==> src/rtl/mbrot_pkg.sv <==
// shared constants, types and the saturation function of the escape-time pixel unit
package mbrot_pkg;

  localparam int unsigned COL_W      = 10;
  localparam int unsigned ROW_W      = 9;
  localparam int unsigned POS_W      = 10;
  localparam int unsigned Q_W        = 32;
  localparam int unsigned P_W        = 64;
  localparam int unsigned SUM_W      = 38;
  localparam int unsigned ITER_W     = 8;
  localparam int unsigned MAP_SHIFT  = 29;
  localparam int unsigned RCP_W      = 52;
  localparam int unsigned RCP_SHIFT  = 52;
  localparam int unsigned QUO_SHIFT  = RCP_SHIFT - MAP_SHIFT - 1;
  localparam int unsigned IM_SHIFT   = 27;
  localparam int unsigned RE_SHIFT   = 28;

  localparam int unsigned IMG_WIDTH_DEF  = 640;
  localparam int unsigned IMG_HEIGHT_DEF = 480;

  localparam logic [ITER_W-1:0] MAX_ITER_RST = 8'd255;
  localparam logic [P_W-1:0]    ESCAPE_SQ    = 64'd1 << 58;

  localparam logic signed [Q_W-1:0] Q_MAX = 32'sh7fff_ffff;
  localparam logic signed [Q_W-1:0] Q_MIN = 32'sh8000_0000;

  typedef logic signed [Q_W-1:0] q_t;
  typedef logic signed [P_W-1:0] prod_t;

  // clamp a widened sum to q4.28
  function automatic q_t sat_q(input logic signed [SUM_W-1:0] v);
    logic signed [SUM_W-1:0] hi;
    logic signed [SUM_W-1:0] lo;
    hi = SUM_W'(Q_MAX);
    lo = SUM_W'(Q_MIN);
    if (v > hi) begin
      sat_q = Q_MAX;
    end else if (v < lo) begin
      sat_q = Q_MIN;
    end else begin
      sat_q = v[Q_W-1:0];
    end
  endfunction

endpackage

==> src/rtl/mbrot_mul.sv <==
// registered signed 32 by 32 multiplier shared by all iteration products
module mbrot_mul (
  input  logic                 clk,
  input  mbrot_pkg::q_t        op_a,
  input  mbrot_pkg::q_t        op_b,
  output mbrot_pkg::prod_t     prod
);

  mbrot_pkg::prod_t prod_r;

  always_ff @(posedge clk) begin
    prod_r <= mbrot_pkg::P_W'(op_a) * mbrot_pkg::P_W'(op_b);
  end

  assign prod = prod_r;

endmodule

==> src/rtl/mbrot_coord_div.sv <==
// constant-reciprocal mapping of a pixel coordinate to a saturated q4.28 value
module mbrot_coord_div #(
  parameter int unsigned IMG_WIDTH  = mbrot_pkg::IMG_WIDTH_DEF,
  parameter int unsigned IMG_HEIGHT = mbrot_pkg::IMG_HEIGHT_DEF
) (
  input  logic                             clk,
  input  logic                             rst_n,
  input  logic                             div_start,
  input  logic                             div_sel_row,
  input  logic [mbrot_pkg::POS_W-1:0]      div_pos,
  output logic                             div_done,
  output mbrot_pkg::q_t                    div_res
);

  localparam int unsigned PROD_W = mbrot_pkg::POS_W + mbrot_pkg::RCP_W;
  localparam int unsigned QUO_W  = PROD_W - mbrot_pkg::QUO_SHIFT;

  // ceil(2^52 / size) gives an exact floor for every position
  localparam logic [63:0] RCP_NUM = 64'd1 << mbrot_pkg::RCP_SHIFT;
  localparam logic [63:0] COL_DEN = 64'(IMG_WIDTH);
  localparam logic [63:0] ROW_DEN = 64'(IMG_HEIGHT);
  localparam logic [mbrot_pkg::RCP_W-1:0] RCP_COL =
    mbrot_pkg::RCP_W'((RCP_NUM + COL_DEN - 64'd1) / COL_DEN);
  localparam logic [mbrot_pkg::RCP_W-1:0] RCP_ROW =
    mbrot_pkg::RCP_W'((RCP_NUM + ROW_DEN - 64'd1) / ROW_DEN);

  localparam logic [QUO_W-1:0] MAP_OFFSET = QUO_W'(1) << mbrot_pkg::MAP_SHIFT;
  localparam logic [QUO_W-1:0] QUO_LIMIT  = MAP_OFFSET + QUO_W'(mbrot_pkg::Q_MAX);

  logic                              pend_r;
  logic                              done_r;
  logic                              sel_row_r;
  logic [mbrot_pkg::POS_W-1:0]       pos_r;
  logic [PROD_W-1:0]                 prod_r;

  logic [mbrot_pkg::RCP_W-1:0]       rcp;
  logic [QUO_W-1:0]                  quo;

  assign rcp = sel_row_r ? RCP_ROW : RCP_COL;

  always_ff @(posedge clk) begin
    if (!rst_n) begin
      pend_r <= 1'b0;
      done_r <= 1'b0;
    end else begin
      pend_r <= div_start;
      done_r <= pend_r;
    end
    if (div_start) begin
      pos_r     <= div_pos;
      sel_row_r <= div_sel_row;
    end
    prod_r <= PROD_W'(pos_r) * PROD_W'(rcp);
  end

  // floor(pos * 2^30 / size) - 2^29, then clamp
  assign quo      = prod_r[PROD_W-1:mbrot_pkg::QUO_SHIFT];
  assign div_res  = (quo > QUO_LIMIT) ? mbrot_pkg::Q_MAX
                                      : mbrot_pkg::Q_W'(quo - MAP_OFFSET);
  assign div_done = done_r;

endmodule

==> src/rtl/mandelbrot_escape_time_pixel_top.sv <==
// escape-time pixel unit: coordinate mapping and z = z*z + c iteration sequencer
//
// A request (in_col, in_row) is taken when start is high and busy is low. Each
// coordinate is mapped to c by a constant-reciprocal multiply. The iteration
// then runs through a single registered 32x32 multiplier, stepping through
// zr*zr, zi*zi, zr*zi and update for each iteration, and busy stays high until
// the last iteration is done. The result appears on out_iter_count for exactly
// one cycle with out_valid high, the first cycle with busy low; the receiver
// cannot stall it and must take it then. A new request may be issued in that
// same cycle. max_iter is written through cfg_wr_en and cfg_wr_data; the user
// must do so only while the unit is idle, which the block does not enforce.
// A value of zero acts as one.
module mandelbrot_escape_time_pixel_top #(
  parameter int unsigned IMG_WIDTH  = mbrot_pkg::IMG_WIDTH_DEF,
  parameter int unsigned IMG_HEIGHT = mbrot_pkg::IMG_HEIGHT_DEF
) (
  input  logic                              clk,
  input  logic                              rst_n,
  input  logic                              start,
  output logic                              busy,
  input  logic [mbrot_pkg::COL_W-1:0]       in_col,
  input  logic [mbrot_pkg::ROW_W-1:0]       in_row,
  output logic                              out_valid,
  output logic [mbrot_pkg::ITER_W-1:0]      out_iter_count,
  input  logic                              cfg_wr_en,
  input  logic [mbrot_pkg::ITER_W-1:0]      cfg_wr_data
);

  typedef enum logic [2:0] {
    S_IDLE,
    S_MAP_RE,
    S_MAP_IM,
    S_SQ_RE,
    S_SQ_IM,
    S_CROSS,
    S_UPDATE
  } state_t;

  state_t                           state_r, state_nxt;
  logic [mbrot_pkg::ITER_W-1:0]     max_iter_r;
  logic [mbrot_pkg::ROW_W-1:0]      row_r, row_nxt;
  mbrot_pkg::q_t                    c_re_r, c_re_nxt;
  mbrot_pkg::q_t                    c_im_r, c_im_nxt;
  mbrot_pkg::q_t                    zr_r, zr_nxt;
  mbrot_pkg::q_t                    zi_r, zi_nxt;
  mbrot_pkg::prod_t                 zr2_r, zr2_nxt;
  mbrot_pkg::prod_t                 zi2_r, zi2_nxt;
  logic                             inside_r, inside_nxt;
  logic [mbrot_pkg::ITER_W-1:0]     count_r, count_nxt;
  logic                             out_valid_r, out_valid_nxt;
  logic [mbrot_pkg::ITER_W-1:0]     out_count_r, out_count_nxt;

  logic                             div_start;
  logic                             div_sel_row;
  logic [mbrot_pkg::POS_W-1:0]      div_pos;
  logic                             div_done;
  mbrot_pkg::q_t                    div_res;

  mbrot_pkg::q_t                    mul_a;
  mbrot_pkg::q_t                    mul_b;
  mbrot_pkg::prod_t                 prod;

  logic [mbrot_pkg::P_W-1:0]        mag;
  mbrot_pkg::prod_t                 re_diff;
  mbrot_pkg::prod_t                 re_sh;
  mbrot_pkg::prod_t                 im_sh;
  logic signed [mbrot_pkg::SUM_W-1:0] re_sum;
  logic signed [mbrot_pkg::SUM_W-1:0] im_sum;
  logic [mbrot_pkg::ITER_W-1:0]     count_inc;

  mbrot_coord_div #(
    .IMG_WIDTH  (IMG_WIDTH),
    .IMG_HEIGHT (IMG_HEIGHT)
  ) u_div (
    .clk         (clk),
    .rst_n       (rst_n),
    .div_start   (div_start),
    .div_sel_row (div_sel_row),
    .div_pos     (div_pos),
    .div_done    (div_done),
    .div_res     (div_res)
  );

  mbrot_mul u_mul (
    .clk  (clk),
    .op_a (mul_a),
    .op_b (mul_b),
    .prod (prod)
  );

  // operand select for the shared multiplier
  always_comb begin
    case (state_r)
      S_SQ_IM: begin
        mul_a = zi_r;
        mul_b = zi_r;
      end
      S_CROSS: begin
        mul_a = zr_r;
        mul_b = zi_r;
      end
      default: begin
        mul_a = zr_r;
        mul_b = zr_r;
      end
    endcase
  end

  assign mag     = zr2_r + prod;
  assign re_diff = zr2_r - zi2_r;
  assign re_sh   = re_diff >>> mbrot_pkg::RE_SHIFT;
  assign im_sh   = prod >>> mbrot_pkg::IM_SHIFT;
  assign re_sum  = re_sh[mbrot_pkg::SUM_W-1:0]
                 + mbrot_pkg::SUM_W'(c_re_r);
  assign im_sum  = im_sh[mbrot_pkg::SUM_W-1:0]
                 + mbrot_pkg::SUM_W'(c_im_r);
  assign count_inc = count_r + 1'b1;

  always_comb begin
    state_nxt     = state_r;
    row_nxt       = row_r;
    c_re_nxt      = c_re_r;
    c_im_nxt      = c_im_r;
    zr_nxt        = zr_r;
    zi_nxt        = zi_r;
    zr2_nxt       = zr2_r;
    zi2_nxt       = zi2_r;
    inside_nxt    = inside_r;
    count_nxt     = count_r;
    out_valid_nxt = 1'b0;
    out_count_nxt = out_count_r;
    div_start     = 1'b0;
    div_pos       = mbrot_pkg::POS_W'(in_col);
    div_sel_row   = 1'b0;
    case (state_r)
      S_IDLE: begin
        if (start) begin
          div_start = 1'b1;
          row_nxt   = in_row;
          state_nxt = S_MAP_RE;
        end
      end
      S_MAP_RE: begin
        div_pos     = mbrot_pkg::POS_W'(row_r);
        div_sel_row = 1'b1;
        if (div_done) begin
          div_start = 1'b1;
          c_re_nxt  = div_res;
          state_nxt = S_MAP_IM;
        end
      end
      S_MAP_IM: begin
        if (div_done) begin
          c_im_nxt  = div_res;
          zr_nxt    = '0;
          zi_nxt    = '0;
          count_nxt = '0;
          state_nxt = S_SQ_RE;
        end
      end
      S_SQ_RE: begin
        state_nxt = S_SQ_IM;
      end
      S_SQ_IM: begin
        zr2_nxt   = prod;
        state_nxt = S_CROSS;
      end
      S_CROSS: begin
        zi2_nxt    = prod;
        inside_nxt = (mag < mbrot_pkg::ESCAPE_SQ);
        state_nxt  = S_UPDATE;
      end
      S_UPDATE: begin
        zr_nxt    = mbrot_pkg::sat_q(re_sum);
        zi_nxt    = mbrot_pkg::sat_q(im_sum);
        count_nxt = count_inc;
        if ((count_inc >= max_iter_r) || !inside_r) begin
          out_valid_nxt = 1'b1;
          out_count_nxt = count_inc;
          state_nxt     = S_IDLE;
        end else begin
          state_nxt = S_SQ_RE;
        end
      end
      default: begin
        state_nxt = S_IDLE;
      end
    endcase
  end

  always_ff @(posedge clk) begin
    if (!rst_n) begin
      state_r     <= S_IDLE;
      out_valid_r <= 1'b0;
      max_iter_r  <= mbrot_pkg::MAX_ITER_RST;
    end else begin
      state_r     <= state_nxt;
      out_valid_r <= out_valid_nxt;
      if (cfg_wr_en) begin
        max_iter_r <= cfg_wr_data;
      end
    end
    row_r       <= row_nxt;
    c_re_r      <= c_re_nxt;
    c_im_r      <= c_im_nxt;
    zr_r        <= zr_nxt;
    zi_r        <= zi_nxt;
    zr2_r       <= zr2_nxt;
    zi2_r       <= zi2_nxt;
    inside_r    <= inside_nxt;
    count_r     <= count_nxt;
    out_count_r <= out_count_nxt;
  end

  assign busy           = (state_r != S_IDLE);
  assign out_valid      = out_valid_r;
  assign out_iter_count = out_count_r;

endmodule

==> config.mk <==
export PLATFORM = sky130hd
export DESIGN_NAME = mandelbrot_escape_time_pixel_top
export DESIGN_NICKNAME = d
export VERILOG_FILES = /design/src/rtl/mbrot_pkg.sv /design/src/rtl/mbrot_mul.sv /design/src/rtl/mbrot_coord_div.sv /design/src/rtl/mandelbrot_escape_time_pixel_top.sv
export SDC_FILE = /design/constraint.sdc
export NUM_CORES = 2
export LEC_CHECK = 0
export ABC_CLOCK_PERIOD_IN_PS = 13560
export BUFFER_PORTS_ARGS = -buffer_cell sky130_fd_sc_hd__buf_2
export CORE_MARGIN = 2
export CORE_UTILIZATION = 35
export CTS_CLUSTER_DIAMETER = 60
export DETAILED_ROUTE_END_ITERATION = 16
export SLEW_MARGIN = 15
export SYNTH_ARGS = -nofsm -noshare
export SYNTH_HDL_FRONTEND = slang
export SYNTH_SLANG_ARGS = --single-unit
==> constraint.sdc <==
create_clock -name clk -period 13.56 [get_ports clk]
set_clock_uncertainty 0.15 [all_clocks]
set_input_delay 0.678 -clock clk [delete_from_list [all_inputs] [get_ports clk]]
set_output_delay 0.678 -clock clk [all_outputs]
set_load 0.01 [all_outputs]
Word-level counts from Yosys, hierarchy flattened
Index checks and enable logic that the tools add are counted.

Logic and storage cells: 81. Output and inout bits: 10. Bits of input ports: 31. Register bits: 433.

Multiplexer cells: 24. Equal/unequal tests: 9. Multiply operators: 2. Reduce and logical (&&, ||, !) cells: 13. Add/sub/neg operators: 6. Magnitude comparators: 7.

Operators with widths (number): 2-to-1 mux 32 bit (8); case mux 32 bit (2 select lines) (2); adder 64 bit (1); less-than comparator 64 x 59 -> 1 bit, second input constant (1); multiplier 32 x 32 -> 64 bit (1); subtractor 64 bit (1); multiplier 10 x 52 -> 62 bit (1); 2-to-1 mux 44 bit (1); greater-than comparator 40 x 32 -> 1 bit, second input constant (1); adder 37 x 32 -> 38 bit (1); greater-than comparator 38 x 32 -> 1 bit, second input constant (1); less-than comparator 38 x 32 -> 1 bit, second input constant (1); adder 36 x 32 -> 37 bit (1); greater-than comparator 37 x 32 -> 1 bit, second input constant (1); less-than comparator 37 x 32 -> 1 bit, second input constant (1); subtractor 32 x 30 -> 32 bit, second input constant (1); case mux 3 bit (7 select lines) (1); case mux 8 bit (2 select lines) (1); AND reduction 2 bit (6); == test 3 bit, second input constant (3); 2-to-1 mux 3 bit (3); 2-to-1 mux 9 bit (1); adder 8 x 1 -> 8 bit, second input constant (1); greater-or-equal comparator 8 bit (1); other kinds (15) (20).

Depth between registers and ports, before layout
Depth in word-level cells: 6. Gate-level depth with buffers: 34. Depth with buffers taken out: 30.

By module
Synthesis repeated with hierarchy kept, for this count alone.

Cell total of the unflattened synthesis: 6172. Area total of the unflattened synthesis: 61521.5 um^2.

Modules (own cells, without submodules): mbrot_mul (area an instance 37400.9 um^2, times used 1, sequential area each 1281.2 um^2, cells each 3924); mandelbrot_escape_time_pixel_top (area an instance 19468.7 um^2, times used 1, sequential area each 8708.4 um^2, cells each 1781); mbrot_coord_div (area an instance 4652.0 um^2, times used 1, sequential area each 1051.0 um^2, cells each 467).

Least setup slack after synthesis
No wires, ideal clock.

Path type: flip-flop to flip-flop. From: register state_r[2]. To: register u_mul.prod_r[60], in the netlist u_mul.prod[60]. Cell stages (with the launch flop): 30. Path slack: 2.463 ns. Path buffers: 3. Clock period less this slack: 11.097 ns. Arrival time: 10.852 ns. Setup time: 0.095 ns. Cell sequence: dfxtp_1 > clkbuf_1 > inv_1 > nor3_1 > clkbuf_1 > buf_1 > mux2i_1 > nor2_1 > fa_1 > inv_1 > fa_1 > inv_1 > fa_1 > fa_1 > inv_1 > fa_1 > inv_1 > fa_1 > fa_1 > fa_1 > ha_1 > inv_1 > nor2_1 > o21a_1 > a311oi_1 > nor2b_1 > nor2_1 > a31oi_1 > or3_1 > o311ai_1.

Longest elaborated chain between the ends: 4. Elaborated cells between the ends (all ways): 6.

Ends and longest elaborated chain: start: declaration (RTL line mandelbrot_escape_time_pixel_top.sv:39) `state_t state_r, state_nxt;`; start signal: assignment (RTL line mandelbrot_escape_time_pixel_top.sv:197) `state_r <= state_nxt;`; == test 3 bit (RTL line mandelbrot_escape_time_pixel_top.sv:93) `case (state_r)`; OR reduction 2 bit (no source line); 2-to-1 mux 32 bit (RTL line mandelbrot_escape_time_pixel_top.sv:93); multiplier 32 x 32 -> 64 bit * (RTL line mbrot_mul.sv:12) `prod_r <= mbrot_pkg::P_W'(op_a) * mbrot_pkg::P_W'(op_b);`; end signal: assignment (RTL line mbrot_mul.sv:12); end: declaration (RTL line mbrot_mul.sv:9) `mbrot_pkg::prod_t prod_r;`.

Mark *: on every way between the ends. The rest lies on a longest branch, timed or not. A chain may end at the register's enable or synchronous reset.

Worst setup path after layout
Ends and elaborated chain as after synthesis.

==> flow_metrics.py <==
metrics = {
    "run_status": {
        "status": "finished clean",
    },
    "die": {
        "initial_core_util_pct": 35.13,
        "die_w_um": 418.2,
        "io_pins": 41,
        "die_y_um": 418.2,
        "rows": 152,
        "die-area_um2": 174900,
        "core_area_um2": 171000,
    },
    "worst_setup_path": {
        "critical-path-top-delay-family": "adder cells",
        "cpPeakStageDelay_ps": 890,
        "worstPathRequired_ps": 13900,
        "cp_slowest_cell": "a211oi_1",
        "crit_buf_inv": 6,
        "cp_max_fo": 38,
        "critical_path_class": "reg2reg",
        "worstSetupEndpointType": "register",
        "start_kind": "register",
        "critPathArrivalTime_ps": 11070,
        "cp_common_cell": "fa_1",
    },
    "clock_tree": {
        "clock_path_buffers": 3,
        "cts_tree": "yes",
        "htreeDepth": 2,
        "clk-insertion-delay-late_ps": 590,
        "cts_buffers": 41,
        "cts-root-buf": "clkbuf_16",
        "post_cts_buffers": 0,
        "clkSlewWorstSetupHoldPaths_ps": 60,
        "cts.sinks": 405,
        "cts_hold_buf": 0,
        "post_cts_resized": 0,
    },
    "synthesis": {
        "synth_ff_type": "edfxtp_1",
        "synth_cells": 6161,
        "yosys-top-cells-area": "fa_1, edfxtp_1, ha_1",
        "synth_edf_count": 293,
        "synth_compound_area_share_pct": 8.244,
        "yosys-mux-area-fraction_pct": 2.433,
        "yosysMostFrequentCell": "inv_1",
        "synth_adder_area_share_pct": 47.67,
        "yosys_warnings": 0,
        "syn_area_um2": 60060,
        "synthTopCellsByCount": "inv_1, fa_1, nand2_1",
        "synth_cell_types": 87,
        "async_flop_share_pct": 0,
        "synth-simple-area-share_pct": 11.94,
        "synth-xor-area-share_pct": 2.596,
        "yosysSeqAreaShare_pct": 18.38,
        "avgSynthCellArea_um2": 9.748,
        "synth_top_area_cell": "fa_1",
        "synth_top_family_by_area": "adder cells",
        "synth_seq_cells": 405,
        "synth_top_area_share_pct": 38.07,
    },
    "sta": {
        "rsz0062_at_grt": "no",
        "slew_headroom_pct": 20.86,
        "hold_viol": 0,
        "timing.hold.ws_ps": 120.3,
        "worst_pin_slew_ps": 1154,
        "setup_viol": 0,
        "fin_setup_tns_ps": 0,
        "post-route-period-util_pct": 79.17,
        "drv_slew": 0,
        "max_freq_mhz": 93.15,
        "finalCriticalPeriod_ps": 10740,
    },
    "routing": {
        "drc_errors": 0,
        "wl_per_cell_um": 21.28,
        "drt_pass1_iterations": 6,
        "antenna_left": 0,
        "dr_wl_met2_mm": 79.93,
        "routed_wl_mm": 178.2,
        "vias": 43690,
        "drt_iter0_markers": 3955,
        "maxUsedRoutingLayer": "met4",
        "routed_via_density": 5.219,
        "route.met3.wl_mm": 16.26,
        "met1_length_mm": 73.38,
    },
    "final_layout": {
        "diodes": 0,
        "design_area_um2": 64450,
        "area_growth_pct": 7.319,
        "n_fill_cell": 16740,
        "nNetsFinal": 7740,
        "drive_gt1_share_pct": 5.686,
    },
    "power_and_ir_drop": {
        "worst_ir_drop_vdd_v": 0.0001925,
        "leakagePower_uw": 0.02927,
        "powerDensity_nw_per_um2": 79.41,
        "p_total_uw": 5118,
    },
    "job": {
        "maxCapViolations": 0,
    },
    "global_routing": {
        "grt_pass1_wl_mm": 274.5,
        "grt_max_degree": 91,
        "antenna_found_initial": 2,
        "grt_pass1_vias": 45930,
        "grtUsageTotal_pct": 20.64,
        "grt_overflow": 0,
    },
    "placed_design": {
        "port-buffer-count": 40,
        "gp_congestion": 0.9648,
        "hpwlAfterDp_mm": 141.8,
        "place_area_um2": 63020,
    },
    "worst_hold_path": {
        "hold_path_class": "in2reg",
    },
}
[sequential cells by signal (all words and copies together), names as in the netlist, 3 cells and up]
| name | flops |
|---|---|
| state_r | 3 |
| u_div.pos_r | 10 |
| row_r | 9 |
| zr2_r | 64 |
| c_im_r | 32 |
| zr_r | 32 |
| count_r | 8 |
| u_mul.prod | 64 |
| u_div.prod_r | 34 |
| max_iter_r | 8 |
| out_iter_count | 8 |
| c_re_r | 32 |
| zi_r | 32 |
| zi2_r | 64 |
[per-stage QoR]
stage	setup WS [ps]	utilization [%]	instances
2_1_floorplan	2463	-	6167
3_3_place_gp	3121	36.86	8296
3_5_place_dp	2957	36.86	8296
4_1_cts	2932	37.70	8371
5_1_grt	2571	37.70	8371
6_report	2824	37.70	8371
[layer usage]
layer	up-vias	track usage (%)
li1	19360	-
met1	22060	27.84
met2	1881	32.48
met3	387	4.125
met4	0	8.322
met5	-	0
[power by group]
group	switching, uW	internal, uW
clock	499	697
combinational	1310	968
sequential	103	1540
total	1920	3200
[path summary, 6_finish.rpt]
path              slack [ps]              to  depth (start not counted)         start
hold / removal           120        row_r[5]                          1     in_row[5]
setup / recovery        2820  u_mul.prod[60]                         26    state_r[2]
hold reg to reg          290  u_div.div_done                          1  u_div.pend_r
setup reg to reg        2820  u_mul.prod[60]                         26    state_r[2]
[worst reg2reg max path, cell delays in order (launching register included)]
cell	delay [ps]
dfxtp_1	560
inv_1	220
nor3_2	300
buf_4	580
mux2_2	650
and2_1	310
fa_1	530
inv_1	60
fa_1	490
inv_1	60
fa_1	560
inv_1	100
fa_1	540
inv_1	60
fa_1	480
fa_1	640
fa_1	500
fa_1	500
ha_1	390
nand3_1	230
or3_1	410
or4_1	460
a211oi_1	890
o211ai_1	300
a31oi_1	280
nor2_1	100
o311ai_1	290
[layout by cell type, fill, tap and decap left out, types with 34 or more instances in the layout]
| cell type | netlist | layout |
|---|---|---|
| and2_1 | 37 | 37 |
| ha_1 | 461 | 461 |
| a21o_1 | 104 | 104 |
| nor2_1 | 625 | 622 |
| xnor2_1 | 122 | 122 |
| o31ai_1 | 35 | 35 |
| fa_1 | 1142 | 1142 |
| buf_4 | 1 | 75 |
| xor2_1 | 56 | 56 |
| inv_1 | 1166 | 1166 |
| dfxtp_1 | 112 | 112 |
| a211oi_1 | 42 | 42 |
| or2_2 | 34 | 34 |
| buf_2 | 11 | 40 |
| edfxtp_1 | 293 | 293 |
| mux2i_1 | 65 | 34 |
| mux2_2 | 72 | 72 |
| nand2_1 | 684 | 684 |
| nor2b_1 | 34 | 34 |
| clkbuf_16 | 0 | 43 |
| nand4_1 | 46 | 46 |
| nand2b_1 | 42 | 40 |
| nand3_1 | 59 | 58 |
| o21ai_0 | 133 | 133 |
| a21oi_1 | 226 | 226 |
| nor3_1 | 46 | 43 |
[layout make-up]
class	instances	area, um^2	share of cell area [%]
timing repair buffer	116	783.3	1.215
clock buffer	51	1136	1.763
clock inverter	24	294.0	0.4562
inverter	1166	4377	6.791
multi-input combinational	4376	44030	68.31
sequential	405	11040	17.13
tap	2233	2794	4.335
[kinds of logic after synthesis]
family          after synthesis
compound gates              769
xor+xnor                    178
fa+ha+maj                  1603
buf+inv                    1386
flops                       405
mux                         137
other cells                   2
simple gates               1681
No activity file was read; power rests on OpenSTA's default activity.
